[src/hw/rtl/slt_pkg.sv]
`timescale 1ns / 1ps

package slt_pkg;

   localparam int DEFAULT_CAPACITY = 16;
   localparam int KEY_W            = 32;
   localparam int POS_W            = 5;
   localparam int STATUS_W         = 3;
   localparam int CMD_W            = 2;

   typedef enum logic [CMD_W-1:0] {
      CMD_INSERT = 2'd0,
      CMD_SEARCH = 2'd1,
      CMD_DELETE = 2'd2
   } cmd_type;

   typedef enum logic [STATUS_W-1:0] {
      ST_INSERTED  = 3'd0,
      ST_FOUND     = 3'd1,
      ST_DELETED   = 3'd2,
      ST_NOT_FOUND = 3'd3,
      ST_FULL      = 3'd4
   } status_type;

   // per-cycle command to every cell of the row
   typedef struct packed {
      logic cmp;   // compare held value against the key
      logic ins;   // open a gap and drop the key in
      logic del;   // close the gap left by the first equal entry
   } cell_ctrl_type;

endpackage

[src/hw/rtl/slt_cell.sv]
`timescale 1ns / 1ps

// One slot of the sorted row: holds one key and its compare flags.
module slt_cell import slt_pkg::*; (
   input  logic                    clock,
   input  cell_ctrl_type           ctrl,
   input  logic signed [KEY_W-1:0] key,
   input  logic                    valid,       // slot holds an entry
   input  logic                    left_le,     // left neighbor <= key (1 for slot 0)
   input  logic signed [KEY_W-1:0] left_value,
   input  logic signed [KEY_W-1:0] right_value,
   output logic signed [KEY_W-1:0] value_out,
   output logic                    lt_out,
   output logic                    le_out
);

   logic signed [KEY_W-1:0] value_ff, value_in;
   logic                    lt_ff, lt_in;
   logic                    le_ff, le_in;

   always_comb begin
      value_in = value_ff;
      lt_in    = lt_ff;
      le_in    = le_ff;
      if (ctrl.cmp) begin
         lt_in = valid && (value_ff < key);
         le_in = valid && (value_ff <= key);
      end
      if (ctrl.ins) begin
         // slots at or past the insert point move right; the first one takes the key
         if (!le_ff) begin
            value_in = left_le ? key : left_value;
         end
      end else if (ctrl.del) begin
         // slots from the matched entry on pull from the right
         if (!lt_ff) begin
            value_in = right_value;
         end
      end
   end

   always_ff @(posedge clock) begin
      value_ff <= value_in;
      lt_ff    <= lt_in;
      le_ff    <= le_in;
   end

   assign value_out = value_ff;
   assign lt_out    = lt_ff;
   assign le_out    = le_ff;

endmodule

[src/hw/rtl/sorted_list_table.sv]
`timescale 1ns / 1ps

// Sorted key table: a row of CAPACITY cells holding signed 32-bit keys in
// ascending order. Each request transaction carries a command (insert,
// search, delete) and a key; each produces exactly one response transaction
// with status, 1-based position and the entry count after the command.
//   req_tdata : [1:0] cmd, [33:2] value, [39:34] zero
//   rsp_tdata : [2:0] status, [7:3] position, [12:8] count, [15:13] zero
// Steps: a command goes through accept, compare (every cell compares its
// held value against the key in parallel and registers lt/le flags) and
// update (an insert shifts the row one slot right, a delete one slot left,
// and the response register loads). A new command is accepted only after
// the previous one has left its update step, as the single cell row serves
// one command at a time. A new request is taken while the previous response
// still waits in the output register.
// A stalled receiver holds the response; a command reaching its update step
// waits there, with the row untouched, until the output register frees up.
// Reset (synchronous, active high) empties the table (count to zero) and
// drops any pending response; the key store itself is not cleared.
module sorted_list_table import slt_pkg::*; #(
   parameter int CAPACITY = DEFAULT_CAPACITY
) (
   input  logic        clock,
   input  logic        reset,
   input  logic        req_tvalid,
   output logic        req_tready,
   input  logic [39:0] req_tdata,   // cmd[1:0], value[33:2], zero pad
   output logic        rsp_tvalid,
   input  logic        rsp_tready,
   output logic [15:0] rsp_tdata    // status[2:0], position[7:3], count[12:8], zero pad
);

   localparam int CW = $clog2(CAPACITY + 1);

   typedef enum logic [2:0] {
      S_IDLE = 3'b001,
      S_CMP  = 3'b010,
      S_UPD  = 3'b100
   } state_type;

   state_type               state_ff, state_in;
   logic [CMD_W-1:0]        cmd_ff, cmd_in;
   logic signed [KEY_W-1:0] key_ff, key_in;
   logic [CW-1:0]           count_ff, count_in;

   logic                    rsp_valid_ff, rsp_valid_in;
   status_type              rsp_status_ff, rsp_status_in;
   logic [POS_W-1:0]        rsp_pos_ff, rsp_pos_in;
   logic [POS_W-1:0]        rsp_count_ff, rsp_count_in;

   cell_ctrl_type           ctrl;
   logic signed [KEY_W-1:0] cell_value [CAPACITY];
   logic [CAPACITY-1:0]     lt_vec;
   logic [CAPACITY-1:0]     le_vec;
   logic [CAPACITY-1:0]     eq_vec;
   logic [CAPACITY-1:0]     valid_vec;

   logic                    go;
   logic                    full;
   logic                    found;
   logic [CW-1:0]           idx_le;
   logic [CW-1:0]           idx_lt;
   logic [CW:0]             pos_full;
   logic [CW+POS_W:0]       pos_pad;
   logic [CW+POS_W-1:0]     count_pad;

   // index one past the last set flag of a thermometer vector (0 if none)
   function automatic logic [CW-1:0] thermo_len(input logic [CAPACITY-1:0] flags);
      logic [CAPACITY:0] ext;
      logic [CW-1:0]     len;
      ext = {1'b0, flags};
      len = '0;
      for (int i = 0; i < CAPACITY; i++) begin
         if (ext[i] && !ext[i+1]) begin
            len = len | CW'(i + 1);
         end
      end
      return len;
   endfunction

   // ---------------------------------------------------------------- cell row
   for (genvar g = 0; g < CAPACITY; g++) begin : g_cell
      logic signed [KEY_W-1:0] left_value;
      logic signed [KEY_W-1:0] right_value;
      logic                    left_le;

      if (g == 0) begin : g_first
         assign left_value = cell_value[g];
         assign left_le    = 1'b1;
      end else begin : g_mid
         assign left_value = cell_value[g-1];
         assign left_le    = le_vec[g-1];
      end
      if (g == CAPACITY - 1) begin : g_last
         assign right_value = cell_value[g];
      end else begin : g_inner
         assign right_value = cell_value[g+1];
      end

      assign valid_vec[g] = count_ff > CW'(g);

      slt_cell u_cell (
         .clock       (clock),
         .ctrl        (ctrl),
         .key         (key_ff),
         .valid       (valid_vec[g]),
         .left_le     (left_le),
         .left_value  (left_value),
         .right_value (right_value),
         .value_out   (cell_value[g]),
         .lt_out      (lt_vec[g]),
         .le_out      (le_vec[g])
      );
   end

   // ------------------------------------------------------------- decode
   assign eq_vec = le_vec & ~lt_vec;
   assign found  = |eq_vec;
   assign full   = count_ff == CW'(CAPACITY);
   assign idx_le = thermo_len(le_vec);   // insert point
   assign idx_lt = thermo_len(lt_vec);   // first equal entry, when found

   // update step may fire only when the output register can take the result
   assign go = (state_ff == S_UPD) && (!rsp_valid_ff || rsp_tready);

   always_comb begin
      state_in      = state_ff;
      cmd_in        = cmd_ff;
      key_in        = key_ff;
      count_in      = count_ff;
      rsp_valid_in  = rsp_valid_ff && !rsp_tready;
      rsp_status_in = rsp_status_ff;
      pos_full      = '0;
      ctrl          = '0;

      unique case (state_ff)
         S_IDLE: begin
            if (req_tvalid) begin
               cmd_in   = req_tdata[CMD_W-1:0];
               key_in   = $signed(req_tdata[CMD_W+KEY_W-1:CMD_W]);
               state_in = S_CMP;
            end
         end
         S_CMP: begin
            ctrl.cmp = 1'b1;
            state_in = S_UPD;
         end
         S_UPD: begin
            if (go) begin
               rsp_valid_in  = 1'b1;
               rsp_status_in = ST_NOT_FOUND;
               state_in      = S_IDLE;
               unique case (cmd_ff)
                  CMD_INSERT: begin
                     if (full) begin
                        rsp_status_in = ST_FULL;
                     end else begin
                        ctrl.ins      = 1'b1;
                        rsp_status_in = ST_INSERTED;
                        pos_full      = {1'b0, idx_le} + 1'b1;
                        count_in      = count_ff + 1'b1;
                     end
                  end
                  CMD_SEARCH: begin
                     if (found) begin
                        rsp_status_in = ST_FOUND;
                        pos_full      = {1'b0, idx_lt} + 1'b1;
                     end
                  end
                  CMD_DELETE: begin
                     if (found) begin
                        ctrl.del      = 1'b1;
                        rsp_status_in = ST_DELETED;
                        pos_full      = {1'b0, idx_lt} + 1'b1;
                        count_in      = count_ff - 1'b1;
                     end
                  end
                  default: begin
                     // unused command code: no change, reported as not found
                  end
               endcase
            end
         end
         default: begin
            state_in = S_IDLE;
         end
      endcase
   end

   // low five bits of position and count, whatever CAPACITY is
   assign pos_pad      = {{POS_W{1'b0}}, pos_full};
   assign count_pad    = {{POS_W{1'b0}}, count_in};
   assign rsp_pos_in   = pos_pad[POS_W-1:0];
   assign rsp_count_in = count_pad[POS_W-1:0];

   always_ff @(posedge clock) begin
      if (reset) begin
         state_ff     <= S_IDLE;
         count_ff     <= '0;
         rsp_valid_ff <= 1'b0;
      end else begin
         state_ff     <= state_in;
         count_ff     <= count_in;
         rsp_valid_ff <= rsp_valid_in;
      end
   end

   always_ff @(posedge clock) begin
      cmd_ff <= cmd_in;
      key_ff <= key_in;
      if (go) begin
         rsp_status_ff <= rsp_status_in;
         rsp_pos_ff    <= rsp_pos_in;
         rsp_count_ff  <= rsp_count_in;
      end
   end

   assign req_tready = state_ff == S_IDLE;
   assign rsp_tvalid = rsp_valid_ff;
   assign rsp_tdata  = {3'b000, rsp_count_ff, rsp_pos_ff, rsp_status_ff};

   // ------------------------------------------------------------- checks
   a_count_bound: assert property (@(posedge clock) disable iff (reset)
      count_ff <= CW'(CAPACITY))
      else $error("entry count beyond capacity");

   a_flags_sorted: assert property (@(posedge clock) disable iff (reset)
      state_ff == S_UPD |->
         ((lt_vec & ~le_vec) == '0) &&
         (((le_vec + {{(CAPACITY-1){1'b0}}, 1'b1}) & le_vec) == '0))
      else $error("compare flags not a prefix: row out of order");

   a_insert_count: assert property (@(posedge clock) disable iff (reset)
      go && ctrl.ins |=> count_ff == $past(count_ff) + 1'b1)
      else $error("insert did not grow the table by one");

endmodule
[config.mk]
export PLATFORM = sky130hd
export DESIGN_NAME = sorted_list_table
export DESIGN_NICKNAME = d
export VERILOG_FILES = /design/src/hw/rtl/slt_pkg.sv /design/src/hw/rtl/slt_cell.sv /design/src/hw/rtl/sorted_list_table.sv
export SDC_FILE = /design/constraint.sdc
export NUM_CORES = 2
export LEC_CHECK = 0
export ABC_AREA = 1
export BUFFER_PORTS_ARGS = -buffer_cell sky130_fd_sc_hd__buf_2
export CORE_MARGIN = 4
export CORE_UTILIZATION = 30
export DETAILED_ROUTE_END_ITERATION = 7
export GPL_TIMING_DRIVEN = 0
export PLACE_DENSITY = 0.56
export SETUP_SLACK_MARGIN = 0.4
export SLEW_MARGIN = 20
export SYNTH_ARGS = -nofsm -noshare
export SYNTH_HDL_FRONTEND = slang
export SYNTH_SLANG_ARGS = --single-unit
[constraint.sdc]
create_clock -name clock -period 10.47 [get_ports clock]
set_clock_uncertainty 0.2 [all_clocks]
set_input_delay 1.5705 -clock clock [delete_from_list [all_inputs] [get_ports clock]]
set_output_delay 1.5705 -clock clock [all_outputs]
set_load 0.005 [all_outputs]
# Word-level counts from Yosys, hierarchy flattened

Index checks and enable logic that the tools add are counted.
Widths: inputs -> output; s select.

Multiplexer cells: 131
Order comparisons: 48
Bitwise logic cells: 3
Reduce and logical (&&, ||, !) cells: 120
Eq/ne operators: 38
Add/sub/neg operators: 4

Operator list:

| operator            | number |
|---|---|
| $mux 32             | 75 |
| $le 32x32->1        | 16 |
| $lt 32x32->1        | 16 |
| $logic_and 1x1->1   | 64 |
| $mux 4              | 16 |
| $ne 2x2->1 const B  | 32 |
| $reduce_and 3->1    | 15 |
| $gt 5x4->1 const B  | 8 |
| $mux 5              | 8 |
| $mux 3              | 11 |
| $logic_not 1->1     | 32 |
| $gt 5x3->1 const B  | 4 |
| $pmux 5 s2          | 2 |
| $pmux 3 s3          | 2 |
| $and 16x16->16      | 1 |
| $not 16->16         | 1 |
| $reduce_or 16->1    | 1 |
| $add 5x1->5 const B | 3 |
| $mux 2              | 7 |
| $gt 5x1->1 const B  | 2 |
| $gt 5x2->1 const B  | 2 |
| $mux 1              | 10 |
| $reduce_and 2->1    | 4 |
| $eq 5x5->1 const B  | 1 |
| 11 further kinds    | 11 |

Flip-flop bits (word level): 600
Word-level logic and storage cells: 400
Output and inout port bits: 18
Bits of input ports: 44

# Longest topological paths before layout

Depth after elaboration: 21
Mapped depth: 16
Gate-level depth less buffers: 16

# Hierarchy

From an unflattened synthesis, not the netlist that was laid out.

Cells, all modules: 5543
Area, all modules: 43835.8 µm²

Modules (own cells, without submodules):

| module            | instances | area each (µm²) | seq. area each (µm²) | cells an instance |
|---|---|---|---|---|
| slt_cell          | 16        | 2546.2          | 1021.0               | 324 |
| sorted_list_table | 1         | 3096.7          | 1591.5               | 359 |

# Worst setup path after synthesis

OpenSTA, ideal clock, no wires.

Path type: input -> register
Start point: input rsp_tready
End point: register g_cell[0].u_cell.value_ff[0], enable pin
Data required time: 9.849 ns
Library setup time: 0.421 ns
Buffers on the path: 1
Stages: 7
Data arrival time: 3.889 ns
Setup slack: 5.960 ns
Path through: inv_1 nand2_1 nand2_1 inv_1 nand2_1 buf_2 nor2_1

Word-level cells in the longest chain between the ends: 6
Elaborated cells between the ends (all ways): 8
Classes of those cells: 2 x eq/ne; 2 x mux; 4 x reduce/logical

Ends and longest elaborated chain:

| what                                                             | line                     | text |
|---|---|---|
| from (decl)                                                      | sorted_list_table.sv:29  | `input logic rsp_tready,` |
| $logic_or 1x1->1 (*)                                             | sorted_list_table.sv:124 | `assign go = (state_ff == S_UPD) && (!rsp_valid_ff \|\| rsp_tready);` |
| $logic_and 1x1->1 (*)                                            | sorted_list_table.sv:124 |  |
| named net go                                                     | sorted_list_table.sv:58  | `logic go;` |
| $mux 2 (*)                                                       | sorted_list_table.sv:149 | `if (go) begin` |
| $mux 2 (*)                                                       | sorted_list_table.sv:136 | `unique case (state_ff)` |
| $ne 2x2->1 (no source line) or $reduce_bool 2->1 (tied branches) | --                       |  |
| $reduce_and 3->1 (no source line) (*)                            | --                       |  |
| to (signal assigned)                                             | slt_cell.sv:43           | `value_ff <= value_in;` |
| to (decl)                                                        | slt_cell.sv:17           | `logic signed [KEY_W-1:0] value_ff, value_in;` |

The timed path passes the listed nets; every way through them passes the cells marked *.
A chain may end at the register's enable or synchronous reset.

# Final worst setup path

Start point: input rsp_tready
End point: register g_cell[0].u_cell.value_ff[27], enable pin

Same word-level chain as after synthesis.

==> results.py <==
metrics = {
    "grt": {
        "antenna_found_initial": 4,
        "grt_pass1_wl_um": 202000,
        "first_global_vias": 33962,
        "grt_use_total_pct": 18.2,
        "grt_max_degree": 26,
        "grt_overflow": 0,
    },
    "cts": {
        "cts.reportedPaths.clkPinSlew_ns": 0.06,
        "clk_path_buf_depth": 3,
        "ctsResizeCount": 0,
        "cts_tree": "built",
        "h-tree-depth": 3,
        "insertion_delay_ns": 0.65,
        "cts_buffers": 74,
        "postCtsSetupRepairBufs": 0,
        "ctsRootBufferMaster": "clkbuf_16",
        "hold_buffers": 0,
        "clock_sinks": 600,
    },
    "timing": {
        "rsz0062_at_grt": "no",
        "finalCritPeriodShare_pct": 46.0,
        "finalHoldViolCount": 0,
        "finalWorstSetupSlack_ns": 5.65,
        "fin_crit_ns": 4.82,
        "fmax_mhz": 208,
        "setup-tns-final_ns": 0,
        "slew_viol_final": 0,
        "max-slew-margin-rel_pct": 21.4,
        "setup_viol": 0,
        "worst_pin_slew_ns": 1.18,
    },
    "setup_path": {
        "worst_path_most_repeated_cell": "nand2_1",
        "worst_path_dominant_cell_family": "buffers and inverters",
        "r2r-start": "state_ff[1]",
        "cp-end-kind": "flip-flop",
        "slowest_stage": "inv_1",
        "path_buf_inv": 5,
        "crit_type": "in -> reg",
        "path_max_fanout": 17,
        "cp.required_ns": 10.61,
        "cp-start-kind": "input port",
        "timing.rr.end": "g_cell[0].u_cell.value_out[27]",
        "crit_arrival_ns": 4.95,
        "crit_chain": "buf_2 > inv_1 > nand2_1 > nand2_1 > inv_1 > nand2_1 > buf_2 > nor2_4 > buf_16",
        "rr_worst_depth": 9,
        "ff2ff_setup_slack_ns": 5.87,
        "worst_path_largest_cell_delay_ns": 0.79,
    },
    "die": {
        "die_h_um": 381,
        "core.rowCount": 136,
        "start_util_pct": 30.2,
        "io_pins": 62,
        "dieArea_sq_um": 145000,
        "chipWidth_um": 381,
        "core_sq_um": 138000,
    },
    "placed_design": {
        "hpwl_um": 115000,
        "dp_cells": 6926,
        "io_buffers": 51,
        "preCtsSetupSlack_ns": 5.14,
        "place_area_sq_um": 44800,
        "gp_routability_congestion": 0.935,
    },
    "worst_hold_path": {
        "min_to": "rsp_tvalid",
        "whs_path_depth": 2,
        "hold_start": "rsp_tvalid",
        "hp-class": "reg -> reg",
    },
    "detailed_routing": {
        "drc": 0,
        "antenna_left": 0,
        "wl_um": 137000,
        "vias": 35306,
        "wl_per_cell_um": 19.4,
        "viasPerCell": 5.00,
        "drt_iter0_markers": 2943,
        "dr.pass1.iters": 8,
    },
    "synthesis": {
        "syn_avg_cell_area_sq_um": 8.23,
        "synth_top_area_cell": "edfxtp_1",
        "synth_ff_type": "edfxtp_1",
        "ys_top_cells_by_count": "nand2_1 (1668), nor2_1 (596), edfxtp_1 (591)",
        "syn-cell-area_sq_um": 41600,
        "ys_seq_area_share_pct": 43.1,
        "yosysWarnings": 0,
        "ys_types": 35,
        "synth_edf_count": 591,
        "synth-seq-cells": 600,
        "synth_top_area_share_pct": 42.6,
        "async_flop_share_pct": 0,
        "netlist_instances": 5059,
        "synthMostInstantiatedCell": "nand2_1",
        "synthTopCellsByArea": "edfxtp_1 (43%), ha_1 (16%), nand2_1 (15%)",
    },
    "cells_and_area": {
        "fill_cells": 14294,
        "nets": 5775,
        "fin_area_sq_um": 47200,
        "utilization_pct": 34.3,
        "areaGrowthSynthToFinish_pct": 13.3,
        "drive_gt1_share_pct": 5.81,
        "fin_cells": 7063,
    },
    "pwr": {
        "p_leak_nw": 20.2,
        "ir_drop_uv": 113,
        "p_per_area_nw_per_um2": 127,
    },
    "flow_run": {
        "cap_violations": 0,
    },
    "status": {
        "status": "complete, no violations",
    },
}
-- how the worst max path moves through the flow --
stage	endpoint	from	cells past startpoint
finish	g_cell[0].u_cell.value_out[27]	rsp_tready	9
floorplan	g_cell[0].u_cell.value_out[0]	rsp_tready	7
detailed placement	g_cell[0].u_cell.value_out[25]	rsp_tready	9
global route	g_cell[0].u_cell.value_out[27]	rsp_tready	9
global placement	g_cell[0].u_cell.value_out[25]	rsp_tready	8
CTS	g_cell[0].u_cell.value_out[27]	rsp_tready	9
-- logic make-up after synthesis --
group	count (synthesis)	synth area share [%]
simple gates	2409	22.4
other cells	1	0.00901
compound gates	911	12.7
flops	600	43.1
buf+inv	615	6.07
fa+ha+maj	523	15.7
-- per-layer routing --
metal | wire length [um] | track usage, % | up-vias
met5 | 0 | 0 | -
met1 | 62900 | 24.9 | 16396
li1 | - | - | 17711
met4 | 4270 | 5.43 | 0
met3 | 8580 | 2.93 | 193
met2 | 61600 | 29.7 | 1006
-- worst min-delay path, delay by kind of cell, from the launching register on --
family          cells  cell delay [ns]
compound gates      1             0.08
flops               1             0.31
simple gates        1             0.11
-- area by class of cell --
cell class	instances	area, sq um	area share (%)
Multi-Input combinational cell	3846	21300	45.2
Sequential cell	600	17900	38.0
Tap cell	1794	2240	4.76
Clock buffer	97	2010	4.26
Inverter	361	1360	2.87
Buffer	254	1170	2.49
Timing Repair Buffer	71	746	1.58
Clock inverter	38	392	0.830
Antenna cell	2	5.00	0.0106
-- placed cells by master (no fill, tap or decap), drive strengths merged, types with 10 or more instances in the layout --
| cell type | Yosys | layout |
|---|---|---|
| a21o | 15 | 15 |
| inv | 349 | 351 |
| nand3 | 69 | 69 |
| clkinv | 12 | 39 |
| ha | 523 | 523 |
| nand4 | 55 | 55 |
| a31oi | 394 | 394 |
| clkbuf | 145 | 242 |
| o22ai | 15 | 15 |
| edfxtp | 591 | 591 |
| nor2 | 598 | 598 |
| a21oi | 222 | 222 |
| nor3 | 10 | 10 |
| nand2 | 1668 | 1668 |
| buf | 109 | 180 |
| o21ai | 186 | 186 |
| o21a | 23 | 23 |
| o211ai | 47 | 47 |
-- state kept, by name, indices dropped and copies added, names as in the netlist --
| name | cells |
|---|---|
| cmd_ff | 2 |
| count_ff | 5 |
| g_cell.u_cell.le_out | 16 |
| g_cell.u_cell.lt_out | 16 |
| g_cell.u_cell.value_out | 512 |
| key_ff | 32 |
| rsp_count_ff | 5 |
| rsp_pos_ff | 5 |
| rsp_status_ff | 3 |
| rsp_tvalid | 1 |
| state_ff | 3 |
-- where the power goes --
part | total [W] | leakage, nW | switching [W] | internal [W]
Combinational | 0.000666 | 13.6 | 0.000454 | 0.000211
Sequential | 0.00268 | 5.44 | 0.0000458 | 0.00264
Clock | 0.00262 | 1.16 | 0.00109 | 0.00153
Total | 0.00597 | 20.2 | 0.00159 | 0.00438
-- per-stage QoR --
step	total power, W	hold slack (ns)
global route	0.00621	0.389
CTS	0.00602	0.350
global placement	0.00337	0.333
detailed placement	0.00339	0.339
finish	0.00597	0.348
floorplan	0.00315	0.304
No activity file was read; power rests on OpenSTA's default activity.
